$ cat src/leq_pkg.sv
package leq_pkg;

  localparam int unsigned QueueDepth  = 16;
  localparam int unsigned IdxW        = $clog2(QueueDepth);
  localparam int unsigned CntW        = $clog2(QueueDepth + 1);
  localparam int unsigned PayloadBits = 32;
  localparam int unsigned TypeW       = 5;
  localparam int unsigned NumTypes    = 22;
  localparam int unsigned CountW      = 32;

  localparam logic [TypeW-1:0]    ErrorType     = TypeW'(21);
  localparam logic [NumTypes-1:0] DroppableRst  = NumTypes'(6144);

  typedef enum logic [1:0] {
    CFG_QUEUE_LIMIT = 2'd0,
    CFG_SUBSCRIBED  = 2'd1,
    CFG_DROPPABLE   = 2'd2,
    CFG_UNUSED      = 2'd3
  } cfg_index_e;

  typedef enum logic [2:0] {
    OUT_QUEUED       = 3'd0,
    OUT_EVICT_DROP   = 3'd1,
    OUT_REJECTED     = 3'd2,
    OUT_EVICT_OLDEST = 3'd3,
    OUT_FILTERED     = 3'd4
  } outcome_e;

  typedef enum logic [2:0] {
    ST_IDLE,
    ST_PUB,
    ST_POP,
    ST_SCAN,
    ST_SHIFT,
    ST_APPEND,
    ST_FINISH
  } state_e;

  typedef struct packed {
    logic                   operation;
    logic [TypeW-1:0]       event_type;
    logic [PayloadBits-1:0] event_payload;
  } evt_t;

  typedef struct packed {
    logic [2:0]             publish_outcome;
    logic                   out_valid;
    logic [TypeW-1:0]       out_type;
    logic [PayloadBits-1:0] out_payload;
    logic [CountW-1:0]      dropped_count_total;
    logic [CntW-1:0]        queue_fill;
  } res_t;

  typedef struct packed {
    logic [TypeW-1:0]       etype;
    logic [PayloadBits-1:0] payload;
  } entry_t;

  function automatic logic type_in(logic [NumTypes-1:0] mask, logic [TypeW-1:0] t);
    logic hit;
    hit = 1'b0;
    if (32'(t) < NumTypes) begin
      hit = mask[t];
    end
    return hit;
  endfunction

endpackage

$ cat src/lossy_event_queue_core.sv
// Channel   Direction  Handshake                  Beat
// evt       in         evt_valid_i / evt_stall_o  leq_pkg::evt_t (publish or pop)
// res       out        res_valid_o / res_stall_i  leq_pkg::res_t (one per input beat)
// cfg       in         cfg_valid_i / cfg_ready_o  cfg_index_i, cfg_data_i
//
// A publish is filtered or appended; when the queue is at its limit it first scans for the
// oldest droppable entry one entry per cycle and, unless it rejects the new event, shifts
// the tail down one entry per cycle. A pop reads the head, shifts the tail down and may
// then queue the error event. The single read port of the entry store sets this pace.
// Reset clears the fill and the loss counters and restores the register defaults; the
// entry store is not cleared. A stalled result holds back only the next beat's final write.
module lossy_event_queue_core (
  input  logic                       clk_i,
  input  logic                       rst_ni,

  input  logic                       evt_valid_i,
  output logic                       evt_stall_o,
  input  leq_pkg::evt_t              evt_i,

  output logic                       res_valid_o,
  input  logic                       res_stall_i,
  output leq_pkg::res_t              res_o,

  input  logic                       cfg_valid_i,
  output logic                       cfg_ready_o,
  input  logic [1:0]                 cfg_index_i,
  input  logic [leq_pkg::NumTypes-1:0] cfg_data_i
);

  localparam int unsigned IdxW  = leq_pkg::IdxW;
  localparam int unsigned CntW  = leq_pkg::CntW;
  localparam int unsigned TypeW = leq_pkg::TypeW;
  localparam int unsigned PayW  = leq_pkg::PayloadBits;
  localparam int unsigned CW    = leq_pkg::CountW;
  localparam int unsigned NT    = leq_pkg::NumTypes;
  localparam logic [CntW-1:0] DepthCnt = CntW'(leq_pkg::QueueDepth);

  // Configuration registers.
  logic [4:0]    limit_q;
  logic [NT-1:0] sub_q, drop_q;

  // Entry store: flip-flops, one shared read mux, no reset.
  leq_pkg::entry_t store_q [leq_pkg::QueueDepth];
  logic            wr_en;
  logic [IdxW-1:0] wr_idx, rd_idx;
  leq_pkg::entry_t wr_data, rd_data;

  leq_pkg::state_e   state_q, state_d;
  logic [CntW-1:0]   cnt_q, cnt_d;
  logic [CntW-1:0]   idx_q, idx_d;
  logic [CW-1:0]     total_q, total_d, pend_q, pend_d;
  logic              op_q, op_d;
  logic [TypeW-1:0]  type_q, type_d;
  logic [PayW-1:0]   pay_q, pay_d;
  leq_pkg::outcome_e outcome_q, outcome_d;
  logic              popv_q, popv_d;
  logic [TypeW-1:0]  ptype_q, ptype_d;
  logic [PayW-1:0]   ppay_q, ppay_d;
  logic              res_valid_q, res_valid_d;
  leq_pkg::res_t     res_q, res_d;

  logic [CntW-1:0] limit_eff;
  logic [CntW-1:0] idx_inc;
  logic            in_accept;
  logic            slot_free;

  assign limit_eff = (limit_q == 5'd0 || CntW'(limit_q) > DepthCnt) ? DepthCnt
                                                                    : CntW'(limit_q);
  assign idx_inc   = idx_q + CntW'(1);
  assign rd_data   = store_q[rd_idx];
  assign in_accept = evt_valid_i && !evt_stall_o;
  assign slot_free = !res_valid_q || !res_stall_i;

  assign evt_stall_o = (state_q != leq_pkg::ST_IDLE);
  assign cfg_ready_o = 1'b1;
  assign res_valid_o = res_valid_q;
  assign res_o       = res_q;

  always_ff @(posedge clk_i or negedge rst_ni) begin
    if (!rst_ni) begin
      limit_q <= 5'd0;
      sub_q   <= '0;
      drop_q  <= leq_pkg::DroppableRst;
    end else if (cfg_valid_i && cfg_ready_o) begin
      unique case (leq_pkg::cfg_index_e'(cfg_index_i))
        leq_pkg::CFG_QUEUE_LIMIT: limit_q <= cfg_data_i[4:0];
        leq_pkg::CFG_SUBSCRIBED:  sub_q   <= cfg_data_i;
        leq_pkg::CFG_DROPPABLE:   drop_q  <= cfg_data_i;
        default: ;
      endcase
    end
  end

  always_ff @(posedge clk_i) begin
    if (wr_en) begin
      store_q[wr_idx] <= wr_data;
    end
  end

  always_ff @(posedge clk_i or negedge rst_ni) begin
    if (!rst_ni) begin
      state_q     <= leq_pkg::ST_IDLE;
      cnt_q       <= '0;
      idx_q       <= '0;
      total_q     <= '0;
      pend_q      <= '0;
      op_q        <= 1'b0;
      outcome_q   <= leq_pkg::OUT_QUEUED;
      popv_q      <= 1'b0;
      res_valid_q <= 1'b0;
    end else begin
      state_q     <= state_d;
      cnt_q       <= cnt_d;
      idx_q       <= idx_d;
      total_q     <= total_d;
      pend_q      <= pend_d;
      op_q        <= op_d;
      outcome_q   <= outcome_d;
      popv_q      <= popv_d;
      res_valid_q <= res_valid_d;
    end
  end

  always_ff @(posedge clk_i) begin
    type_q  <= type_d;
    pay_q   <= pay_d;
    ptype_q <= ptype_d;
    ppay_q  <= ppay_d;
    res_q   <= res_d;
  end

  always_comb begin
    state_d     = state_q;
    cnt_d       = cnt_q;
    idx_d       = idx_q;
    total_d     = total_q;
    pend_d      = pend_q;
    op_d        = op_q;
    type_d      = type_q;
    pay_d       = pay_q;
    outcome_d   = outcome_q;
    popv_d      = popv_q;
    ptype_d     = ptype_q;
    ppay_d      = ppay_q;
    res_valid_d = res_valid_q && res_stall_i;
    res_d       = res_q;
    wr_en       = 1'b0;
    wr_idx      = idx_q[IdxW-1:0];
    wr_data     = rd_data;
    rd_idx      = idx_q[IdxW-1:0];

    unique case (state_q)
      leq_pkg::ST_IDLE: begin
        if (in_accept) begin
          op_d      = evt_i.operation;
          type_d    = evt_i.event_type;
          pay_d     = evt_i.event_payload;
          outcome_d = leq_pkg::OUT_QUEUED;
          popv_d    = 1'b0;
          ptype_d   = '0;
          ppay_d    = '0;
          state_d   = evt_i.operation ? leq_pkg::ST_POP : leq_pkg::ST_PUB;
        end
      end

      leq_pkg::ST_PUB: begin
        idx_d = '0;
        if (!leq_pkg::type_in(sub_q, type_q)) begin
          outcome_d = leq_pkg::OUT_FILTERED;
          state_d   = leq_pkg::ST_FINISH;
        end else if (cnt_q >= limit_eff) begin
          state_d = leq_pkg::ST_SCAN;
        end else begin
          state_d = leq_pkg::ST_APPEND;
        end
      end

      leq_pkg::ST_SCAN: begin
        // Look for the oldest droppable entry, one entry per cycle.
        if (idx_q == cnt_q) begin
          if (leq_pkg::type_in(drop_q, type_q)) begin
            outcome_d = leq_pkg::OUT_REJECTED;
            if (total_q != '1) total_d = total_q + CW'(1);
            if (pend_q != '1)  pend_d  = pend_q + CW'(1);
            state_d = leq_pkg::ST_FINISH;
          end else begin
            outcome_d = leq_pkg::OUT_EVICT_OLDEST;
            idx_d     = '0;
            state_d   = leq_pkg::ST_SHIFT;
          end
        end else if (leq_pkg::type_in(drop_q, rd_data.etype)) begin
          outcome_d = leq_pkg::OUT_EVICT_DROP;
          state_d   = leq_pkg::ST_SHIFT;
        end else begin
          idx_d = idx_inc;
        end
      end

      leq_pkg::ST_POP: begin
        rd_idx = '0;
        idx_d  = '0;
        if (cnt_q == '0) begin
          state_d = leq_pkg::ST_FINISH;
        end else begin
          popv_d  = 1'b1;
          ptype_d = rd_data.etype;
          ppay_d  = rd_data.payload;
          state_d = leq_pkg::ST_SHIFT;
        end
      end

      leq_pkg::ST_SHIFT: begin
        // Close the gap at idx_q by moving the tail down one entry per cycle.
        rd_idx = idx_inc[IdxW-1:0];
        if (idx_inc < cnt_q) begin
          wr_en   = 1'b1;
          wr_idx  = idx_q[IdxW-1:0];
          wr_data = rd_data;
          idx_d   = idx_inc;
        end else begin
          cnt_d = cnt_q - CntW'(1);
          if (op_q && !popv_q) begin
            state_d = leq_pkg::ST_FINISH;
          end else if (op_q) begin
            // A pop that empties the queue reports pending losses as an error event.
            if (cnt_q == CntW'(1) && pend_q != '0) begin
              type_d  = leq_pkg::ErrorType;
              pay_d   = PayW'(pend_q);
              pend_d  = '0;
              state_d = leq_pkg::ST_PUB;
            end else begin
              state_d = leq_pkg::ST_FINISH;
            end
          end else begin
            if (total_q != '1) total_d = total_q + CW'(1);
            if (pend_q != '1)  pend_d  = pend_q + CW'(1);
            state_d = leq_pkg::ST_APPEND;
          end
          popv_d = popv_q && op_q;
        end
      end

      leq_pkg::ST_APPEND: begin
        wr_en   = 1'b1;
        wr_idx  = cnt_q[IdxW-1:0];
        wr_data = '{etype: type_q, payload: pay_q};
        cnt_d   = cnt_q + CntW'(1);
        state_d = leq_pkg::ST_FINISH;
      end

      leq_pkg::ST_FINISH: begin
        if (slot_free) begin
          res_valid_d               = 1'b1;
          res_d.publish_outcome     = op_q ? 3'(leq_pkg::OUT_QUEUED) : 3'(outcome_q);
          res_d.out_valid           = popv_q;
          res_d.out_type            = ptype_q;
          res_d.out_payload         = ppay_q;
          res_d.dropped_count_total = total_q;
          res_d.queue_fill          = cnt_q;
          state_d                   = leq_pkg::ST_IDLE;
        end
      end

      default: state_d = leq_pkg::ST_IDLE;
    endcase
  end

  // The fill never exceeds the physical depth.
  a_fill_bound: assert property (@(posedge clk_i) disable iff (!rst_ni)
    cnt_q <= DepthCnt)
    else $error("queue fill above depth");

  // An accepted beat always starts a multi-cycle operation.
  a_busy_after_accept: assert property (@(posedge clk_i) disable iff (!rst_ni)
    in_accept |=> state_q != leq_pkg::ST_IDLE)
    else $error("sequencer idle after accepting a beat");

  // The shifter only runs on a non-empty queue.
  a_shift_nonempty: assert property (@(posedge clk_i) disable iff (!rst_ni)
    state_q == leq_pkg::ST_SHIFT |-> cnt_q != '0)
    else $error("shift on empty queue");

  // The loss total never decreases.
  a_total_monotonic: assert property (@(posedge clk_i) disable iff (!rst_ni)
    1'b1 |=> total_q >= $past(total_q))
    else $error("loss total decreased");

endmodule
$ cat config.mk
export PLATFORM = sky130hd
export DESIGN_NAME = lossy_event_queue_core
export DESIGN_NICKNAME = d
export VERILOG_FILES = /design/src/leq_pkg.sv /design/src/lossy_event_queue_core.sv
export SDC_FILE = /design/constraint.sdc
export NUM_CORES = 1
export LEC_CHECK = 0
export BUFFER_PORTS_ARGS = -buffer_cell sky130_fd_sc_hd__clkbuf_2
export CORE_MARGIN = 2
export CORE_UTILIZATION = 45
export CTS_CLUSTER_SIZE = 10
export DETAILED_ROUTE_END_ITERATION = 16
export HOLD_SLACK_MARGIN = 0.15
export SYNTH_ARGS = -nofsm -noshare
export SYNTH_HDL_FRONTEND = slang
export SYNTH_SLANG_ARGS = --single-unit
$ cat constraint.sdc
create_clock -name clk_i -period 10.1 [get_ports clk_i]
set_clock_uncertainty 0.15 [all_clocks]
set_input_delay 1.515 -clock clk_i [delete_from_list [all_inputs] [get_ports clk_i]]
set_output_delay 1.515 -clock clk_i [all_outputs]
set_load 0.02 [all_outputs]
==> results.md, run 1 <==
* Via/cell ratio at 5.851
* First-pass GRT wire length at 148800 um
* Die Area at 85920 sq um
* Clock transition at path regs at 0.06 ns
* Startpoint Class: register
* Critical Path RT at 10.50 ns
* TritonCTS Buffers at 100
* Overall routed net length at 99340 um
* Ys flop type: edfxtp_1
* Max Cap Viol at 0
* Hold Path Class: reg -> reg
* Met3 wire len at 6378 um
* Placed cells at 4066
* RSZ-0062 raised after global routing: no
* Mean post-synth cell area at 12.61 sq um
* Sw power at 6.619 mW
* WL met1 at 40400 um
* Clock Power Share at 0.196
* Crit end category: register
* Setup violators final at 0
* Max Used Layer: met4
* Cts repair resizes at 0
* # DRC at 0
* Slew @ Worst Pin at 1.238 ns
* Slew Limit Headroom at 0.1744
* Cell area after layout at 42330 sq um
* Sequential cell area at 25650 sq um
* Area occupied by multi-input gates at 11250 sq um
* Detailed Routing Iterations Pass 1 at 5
* Layout area overhead at 12.53%
* Pwr dens at 390.5 nW/um^2
* Hold buffer count at CTS at 0
* Leakage at 15.41 nW
* Vias at 24720
* #FFs+latches synth at 876
* Syn Nets at 3067
* All-Layer GR Usage at 0.2281
* Chip width at 293.1 um
* CTS Sinks at 876
* Final Hold Viols at 0
* Routed wire length on met2 at 48940 um
* Library cells used by synthesis at 102
* Mapped cell area at 37620 sq um
* CTS tree: done
* Antenna-violating nets left at 0
* Fmax achieved at 0.1775 GHz
* Switching Share at 0.4004
* DP HPWL at 54760 um
* RePlAce Congestion at 0.8866
* TNS Setup at 0 ns
* Post-DP Area at 39450 sq um
* Clk buf depth at 3
* Critical path arrival at 6.04 ns
* Routed wire per std cell at 23.51 um
* CP max FO at 93
* Sequential Power Share at 0.385
* Cell Int Power at 9.911 mW
* CTS root buffer: clkbuf_16
* Combinational Power Share at 0.419
* Htree depth at 3
* Starting Density at 0.4524
* Vias in the first global route at 24350
* Share of layout cells above drive strength 1 at 0.1444
* Gate Count Post-Synth at 2982
* Post-synth EDFFs at 744
* Fill count at 7044
* Skew-Pair Late Insertion Delay at 0.67 ns
* Row cnt at 106
* FFs w/ async S/R, synth at 0.1507
* Largest net degree at the start of global routing at 179
* Crit Path Category: reg -> reg
* Antenna violations before repair at 1
* Slew Viols, Final at 0
* Gr ovfl total at 0
* Antenna diode count at 0
* Non-filler cells, final at 4225
* Io pins at 148
* Setup bufs post-CTS at 0
* Outcome: finished clean
* Max VDD drop at 0.4702 mV
* 1st-iter DRT viols at 2318
* Tot Pwr at 16.53 mW
* Nets@finish at 3173
* Tmin final at 5.635 ns
* Core area at 83160 sq um
* Post-synthesis sequential area ratio at 0.6818
* Port Buffers at 146
* Tcrit/Tclk final at 0.5579
* Synth Warn # at 0
* Chip Height at 293.1 um
sequential cells by signal, indices dropped and copies added (netlist names):
signal and count:
store_q 592, res_o 78, pay_q 32, pend_q 32, ppay_q 32, total_q 32, drop_q 22, sub_q 22
cnt_q 5, idx_q 5, limit_q 5, ptype_q 5, type_q 5, outcome_q 3, state_q 3, op_q 1
popv_q 1, res_valid_o 1
cells by family after synthesis:
| group | after synthesis | share of synthesized area |
|---|---|---|
| flip-flops | 876 | 0.6818 |
| XOR/XNOR | 67 | 0.01560 |
| multiplexers | 135 | 0.04218 |
| AND/OR/NAND/NOR | 1296 | 0.1514 |
| AO/OA/AOI/OAI | 377 | 0.07786 |
| other | 1 | 0.00009969 |
| buffers and inverters | 212 | 0.02508 |
| adder cells (fa/ha/maj) | 18 | 0.005987 |
layer usage:
metal  vias up  track usage
met5         -            0
met2       919       0.3827
met3       190      0.03540
met1     12460       0.2998
met4         0      0.08705
li1      11150            -
placed cells by master (no fill, tap or decap), types with 61 or more instances in the layout:
cell / instances
nand3_1: 177
nor2_1: 74
a21oi_1: 61
mux2_2: 72
clkbuf_2: 145
nand2_1: 799
clkbuf_16: 101
dfrtp_1: 129
and3_1: 81
edfxtp_1: 744
a311oi_1: 97
synth_stat cells, types with 22 or more instances:
| library cell | n | share of area |
|---|---|---|
| and2_1 | 39 | 0.0065 |
| mux2i_1 | 49 | 0.013 |
| nand3_1 | 177 | 0.024 |
| nor3_1 | 22 | 0.0029 |
| a31oi_1 | 39 | 0.0065 |
| o21ai_0 | 35 | 0.0047 |
| xnor2_1 | 31 | 0.0072 |
| a311oi_1 | 97 | 0.023 |
| a21oi_1 | 62 | 0.0082 |
| mux2_2 | 72 | 0.022 |
| and3_1 | 81 | 0.013 |
| buf_1 | 31 | 0.0031 |
| edfxtp_1 | 744 | 0.59 |
| nand2_1 | 800 | 0.080 |
| clkbuf_1 | 116 | 0.012 |
| inv_1 | 24 | 0.0024 |
| xor2_1 | 36 | 0.0084 |
| dfrtp_1 | 130 | 0.086 |
| nor2_1 | 93 | 0.0093 |
metrics by stage:
stage,hold WS [ns],worst slack [ns],util
floorplan,0.2503,1.818,-
global placement,0.2543,4.640,0.4743
detailed placement,0.2551,4.556,0.4743
CTS,0.2660,4.542,0.5090
global route,0.2719,4.257,0.5090
finish,0.2600,4.465,0.5090
final timing paths:
check                      depth (start not counted)  slack (ns)                     start                       to
setup / recovery                                  15        4.47      idx_q[0]$_DFFE_PN0P_     idx_q[0]$_DFFE_PN0P_
hold / removal                                     0        0.26  ptype_q[2]$_SDFFCE_PN0P_      res_o[71]$_DFFE_PP_
setup reg to reg                                  15        4.47      idx_q[0]$_DFFE_PN0P_     idx_q[0]$_DFFE_PN0P_
hold reg to reg                                    0        0.26  ptype_q[2]$_SDFFCE_PN0P_      res_o[71]$_DFFE_PP_
max in group asynchronous                          2        7.88                    rst_ni   drop_q[11]$_DFFE_PN1P_
min in group asynchronous                          1        0.77                    rst_ni  total_q[11]$_DFFE_PN0P_
worst max-delay path, stage by stage (launching register included):
cell	delay, ns
dfrtp_4	0.76
ha_1	0.36
nor2b_1	0.20
a221oi_4	0.30
buf_4	0.61
buf_4	0.90
nand2_1	0.13
and3_1	0.22
a311o_1	0.35
a31oi_4	0.26
nor2b_2	0.20
nand3_1	0.12
o22ai_2	0.27
a211oi_2	0.09
a21o_1	0.23
mux2_4	0.27
power groups by stage:
stage | clock (mW) | combinational, mW | sequential [mW]
2_1_floorplan | 0 | 4.82 | 6.38
3_3_place_gp | 0 | 6.64 | 6.41
3_5_place_dp | 0 | 6.86 | 6.43
4_1_cts | 3.31 | 6.90 | 6.36
5_1_grt | 3.46 | 7.61 | 6.42
6_report | 3.24 | 6.93 | 6.36
layout make-up:
| type | count | area share |
|---|---|---|
| inverter | 25 | 0.002217 |
| multi-input combinational | 1894 | 0.2658 |
| tap | 1080 | 0.03192 |
| timing repair buffer | 191 | 0.02598 |
| clock inverter | 10 | 0.003458 |
| clock buffer | 149 | 0.06467 |
| sequential | 876 | 0.6060 |
Power figures use the tool's default switching activity.
==> inputs of run 2 (changes only) <==
==> constraint.sdc (replaced) <==
create_clock -name clk_i -period 5.05 [get_ports clk_i]
set_clock_uncertainty 0.15 [all_clocks]
set_input_delay 0.7575 -clock clk_i [delete_from_list [all_inputs] [get_ports clk_i]]
set_output_delay 0.7575 -clock clk_i [all_outputs]
set_load 0.02 [all_outputs]
==> run 2 against run 1 <==
Critical path depth down 4. Non-clock buffer count up 27. Global-route usage about the same. Worst setup slack worse by 4.0 ns. Final cell count up 0.57%. Flip-flop and latch count unchanged. Sequential power up 100%.
==> results.md, run 2 (synthesis gave the netlist of run 1 again) <==
* Outcome: finished clean
* Startpoint Class: register
* Number of flip-flops in the largest register at 592
* Crit end category: register
* Vias in the first global route at 24060
* Critical path's largest stage delay at 0.62 ns
* Htree depth at 3
* # DRC at 0
* Tot Pwr at 33.31 mW
* RSZ-0062 raised after global routing: no
* Tmin final at 4.572 ns
* First-pass GRT wire length at 148700 um
* Cell area after layout at 42720 sq um
* Most frequent cells in the layout: nand2_1 (799), edfxtp_1 (744), nand3_1 (177), clkbuf_2 (145), dfrtp_1 (129)
* Cell Int Power at 19.97 mW
* Fin util at 0.5138
* CTS root buffer: clkbuf_16
* Share of layout cells above drive strength 1 at 0.1512
* Setup violators final at 0
* TritonCTS Buffers at 100
* Core area at 83160 sq um
* Crit Path Category: reg -> reg
* Nets@finish at 3200
* Combinational Power Share at 0.425
* Non-filler cells, final at 4249
* Antenna-violating nets left at 0
* Slew Viols, Final at 0
* Fmax achieved at 0.2187 GHz
* CP max-delay cell: dfrtp_1
* Detailed Routing Iterations Pass 1 at 5
* Met2 Resource Use GR at 0.3812
* Biggest register: store_q
* CTS Sinks at 876
* Top Usage Layer GRT: met2
* Delay-heaviest family, CP: buffers and inverters
* Skew-Pair Late Insertion Delay at 0.67 ns
* Vias at 24640
* Largest net degree at the start of global routing at 112
* Via/cell ratio at 5.798
* Port Buffers at 146
* TNS Setup at 0 ns
* All-Layer GR Usage at 0.2281
* Starting Density at 0.4524
* Met3 Use GR at 0.02640
* Row cnt at 106
* Die Area at 85920 sq um
* RePlAce Congestion at 0.8902
* Sequential Power Share at 0.381
* CP Cell Sequence: ha_1 > nor2b_1 > a221oi_4 > buf_4 > buf_4 > and3_1 > a311oi_1 > a311oi_1 > a21oi_1 > nand2_1 > nand2_1
* CP Buf/Inv Count at 2
* Routed wire per std cell at 23.39 um
* Sw power at 13.34 mW
* Layout area overhead at 13.57%
* Switching Share at 0.4006
* Max VDD drop at 0.7008 mV
* M1 GR Usage at 0.3066
* Critical path arrival at 4.70 ns
* Placed cells at 4092
* Pwr dens at 779.7 nW/um^2
* DP HPWL at 56770 um
* Max Cap Viol at 0
* Critical Path RT at 5.18 ns
* Clock Power Share at 0.195
* CP max FO at 52
* Antenna diode count at 0
* Clock transition at path regs at 0.06 ns
* Antenna violations before repair at 1
* Fin worst setup slack at 0.4775 ns
* Final Hold Viols at 0
* Cts repair resizes at 0
* Min Hold Slack at 0.2066 ns
* Slew @ Worst Pin at 1.243 ns
* Commonest non-fill, non-tap cell in the layout: nand2_1
* 1st-iter DRT viols at 2237
* Gr ovfl total at 0
* Leakage at 15.56 nW
* Chip Height at 293.1 um
* Place WS at 0.5856 ns
* Chip width at 293.1 um
* Overall routed net length at 99390 um
* Hold Path Class: in -> reg
* CTS tree: done
* Clk buf depth at 3
* Io pins at 148
* Slew Limit Headroom at 0.1713
* Post-DP Area at 39840 sq um
* Tcrit/Tclk final at 0.9054
run 2: cell count changes in the layout (fill, tap and decap cells not counted), moves of 2 or more:
cell,previous run,this run
clkbuf_1,45,42
buf_4,43,54
clkinv_2,3,1
inv_6,2,0
buf_12,2,17
run 2: final timing paths:
path,startpoint,endpoint,slack [ns],depth (start not counted)
worst max-delay path,idx_q[1]$_DFFE_PN0P_,store_q[0][11]$_DFFE_PP_,0.48,11
worst min-delay path,cfg_data_i[21],drop_q[21]$_DFFE_PN0P_,0.21,2
worst max register to register,idx_q[1]$_DFFE_PN0P_,store_q[0][11]$_DFFE_PP_,0.48,11
worst min register to register,ppay_q[29]$_SDFFCE_PN0P_,res_o[66]$_DFFE_PP_,0.26,0
max in group asynchronous,rst_ni,pend_q[2]$_DFFE_PN0P_,3.00,3
min in group asynchronous,rst_ni,total_q[9]$_DFFE_PN0P_,0.58,2
run 2: area by class of cell:
class	instances	area, sq um
Clock buffer	147	2751
Sequential cell	876	25650
Clock inverter	9	125.1
Fill cell	7000	40440
Timing Repair Buffer	218	1493
Inverter	25	93.84
Multi-Input combinational cell	1894	11260
Tap cell	1080	1351
run 2: what timing repair did:
item                      4_1_cts  5_1_grt
hold endpoints to repair       86        0
buffers inserted                0        0
hold buffers                    1        0
run 2: worst register-to-register path, stage by stage (launching register included):
cell      delay [ns]
dfrtp_1         0.62
ha_1            0.35
nor2b_1         0.20
a221oi_4        0.62
buf_4           0.54
buf_4           0.56
and3_1          0.28
a311oi_1        0.05
a311oi_1        0.31
a21oi_1         0.09
nand2_1         0.10
nand2_1         0.31
run 2: power groups by stage:
stage          combinational (mW)  sequential [mW]  clock (mW)
6_report                     14.1             12.7        6.48
5_1_grt                      15.5             12.8        6.87
4_1_cts                      14.1             12.7        6.60
3_5_place_dp                 14.0             12.8           0
3_3_place_gp                 13.7             12.8           0
2_1_floorplan                9.66             12.7           0
run 2: layer usage:
layer | vias to the layer above | part of all wire
met3 | 193 | 0.055
met5 | - | 0
li1 | 11240 | -
met1 | 12370 | 0.42
met4 | 0 | 0.035
met2 | 830 | 0.49
==> inputs of run 3 (changes only) <==
--- a/config.mk
+++ b/config.mk
@@ -11,6 +11,7 @@
 export CTS_CLUSTER_SIZE = 10
 export DETAILED_ROUTE_END_ITERATION = 16
 export HOLD_SLACK_MARGIN = 0.15
+export PLACE_DENSITY = 0.64
 export SYNTH_ARGS = -nofsm -noshare
 export SYNTH_HDL_FRONTEND = slang
 export SYNTH_SLANG_ARGS = --single-unit
==> constraint.sdc (replaced) <==
create_clock -name clk_i -period 5.05 [get_ports clk_i]
set_clock_uncertainty 0.15 [all_clocks]
set_input_delay 0.2525 -clock clk_i [delete_from_list [all_inputs] [get_ports clk_i]]
set_output_delay 0.2525 -clock clk_i [all_outputs]
set_load 0.02 [all_outputs]
==> run 3 against run 2 <==
Non-clock buffer count is 69 higher. Worst hold slack better by 0.031 ns. Maximum frequency is 1.2% lower.
==> results.md, run 3 (synthesis gave the netlist of run 1 again) <==
* Outcome: finished clean
* Antenna violations before repair at 2
* RSZ-0062 raised after global routing: no
* CP max FO at 72
* Biggest register: store_q
* Commonest non-fill, non-tap cell in the layout: nand2_1
* Htree depth at 3
* Core area at 83160 sq um
* Chip Height at 293.1 um
* Chip width at 293.1 um
* Clock transition at path regs at 0.06 ns
* Antenna-violating nets left at 0
* TNS Setup at 0 ns
* Fill count at 6743
* Die Area at 85920 sq um
* CTS Sinks at 876
* CTS tree: done
* Via/cell ratio at 5.854
* Hold Path Class: in -> reg
* DP HPWL at 56640 um
* Routed wire per std cell at 23.08 um
* Reg2Reg Depth at 12
* Placed cells at 4094
* Most frequent cells in the layout: nand2_1 (799), edfxtp_1 (744), nand3_1 (177), clkbuf_2 (145), dfrtp_1 (129)
* Tcrit/Tclk final at 0.9168
* TritonCTS Buffers at 99
* Leakage at 15.87 nW
* RePlAce Congestion at 0.8792
* Max VDD drop at 0.6005 mV
* Setup violators final at 0
* Slew @ Worst Pin at 1.132 ns
* Startpoint Class: register
* Vias in the first global route at 24560
* Non-filler cells, final at 4317
* Starting Density at 0.4524
* Max Cap Viol at 0
* Tmin final at 4.630 ns
* Slew Viols, Final at 0
* Critical Path RT at 5.29 ns
* Clk buf depth at 3
* Gr ovfl total at 0
* Slew Limit Headroom at 0.2416
* Overall routed net length at 99640 um
* Detailed Routing Iterations Pass 1 at 6
* Place WS at 0.4314 ns
* Share of layout cells above drive strength 1 at 0.1489
* # DRC at 0
* CTS root buffer: clkbuf_16
* Cts repair resizes at 0
* Layout area overhead at 15.49%
* Tot Pwr at 33.46 mW
* Nets@finish at 3268
* Hold Path Stages at 3
* Fin worst setup slack at 0.4201 ns
* Skew-Pair Late Insertion Delay at 0.67 ns
* Sequential cell area at 25650 sq um
* Reg2reg setup slack at 0.42 ns
* All-Layer GR Usage at 0.2293
* Crit end category: register
* Crit Path Category: reg -> reg
* Final Hold Viols at 0
* 1st-iter DRT viols at 2863
* Critical path arrival at 4.87 ns
* Antenna diode count at 0
* Port Buffers at 146
* Area occupied by multi-input gates at 11250 sq um
* Row cnt at 106
* Io pins at 148
* Pwr dens at 770.1 nW/um^2
* Largest net degree at the start of global routing at 121
* Number of flip-flops in the largest register at 592
* Fmax achieved at 0.2160 GHz
* Vias at 25270
* First-pass GRT wire length at 150000 um
## run 3: repair_timing
item / in CTS / in global routing
buffers inserted: 0 / 0
setup endpoints to repair: 0 / 0
hold buffers: 68 / 0
endpoints found under the hold margin: 210 / 0
## run 3: through the flow
step | hold slack [ns] | util | area (sq um)
6_report | 0.2376 | 0.5224 | 43440
5_1_grt | 0.2400 | 0.5224 | 43440
4_1_cts | 0.2075 | 0.5224 | 43440
3_5_place_dp | 0.2556 | 0.4797 | 39890
3_3_place_gp | 0.2420 | 0.4797 | 39890
2_1_floorplan | -0.1931 | - | 37630
## run 3: where the power goes
part | leakage, nW | total, mW | internal (mW) | switching (mW)
Sequential | 8.42 | 12.7 | 12.1 | 0.605
Clock | 1.37 | 6.41 | 3.66 | 2.74
Combinational | 6.08 | 14.3 | 4.25 | 10.1
## run 3: layout make-up
cell class | count | area share
clock buffers | 145 | 0.06192
clock inverters | 10 | 0.003687
inverters | 25 | 0.002160
multi-input cells | 1894 | 0.2590
flip-flops and latches | 876 | 0.5905
well taps | 1080 | 0.03111
repair buffers | 287 | 0.05170
## run 3: worst max-delay path: stages (launching register included)
cell      delay (ns)
dfrtp_4         0.44
buf_4           0.67
nor2_1          0.22
a221oi_4        0.44
buf_12          0.23
buf_4           0.58
nand2_1         0.13
and3_1          0.20
a311oi_1        0.27
a31oi_1         0.08
a21oi_1         0.41
nand2_1         0.10
nand2_1         0.39
## run 3: metal layers
layer / track usage / part of all wire / vias to the layer above
met5: 0 / 0.00013 / -
met4: 0.09543 / 0.041 / 2
met3: 0.03381 / 0.068 / 221
met2: 0.3746 / 0.48 / 1078
met1: 0.3082 / 0.41 / 12610
li1: - / - / 11360
## run 3: worst paths after layout
| path | to | startpoint |
|---|---|---|
| min reg2reg | res_o[54]$_DFFE_PP_ | ppay_q[17]$_SDFFCE_PN0P_ |
| max reg2reg | store_q[5][24]$_DFFE_PP_ | idx_q[0]$_DFFE_PN0P_ |
| max | store_q[5][24]$_DFFE_PP_ | idx_q[0]$_DFFE_PN0P_ |
| min | drop_q[6]$_DFFE_PN0P_ | cfg_data_i[6] |
| max in group asynchronous | pend_q[25]$_DFFE_PN0P_ | rst_ni |
| min in group asynchronous | limit_q[3]$_DFFE_PN0P_ | rst_ni |
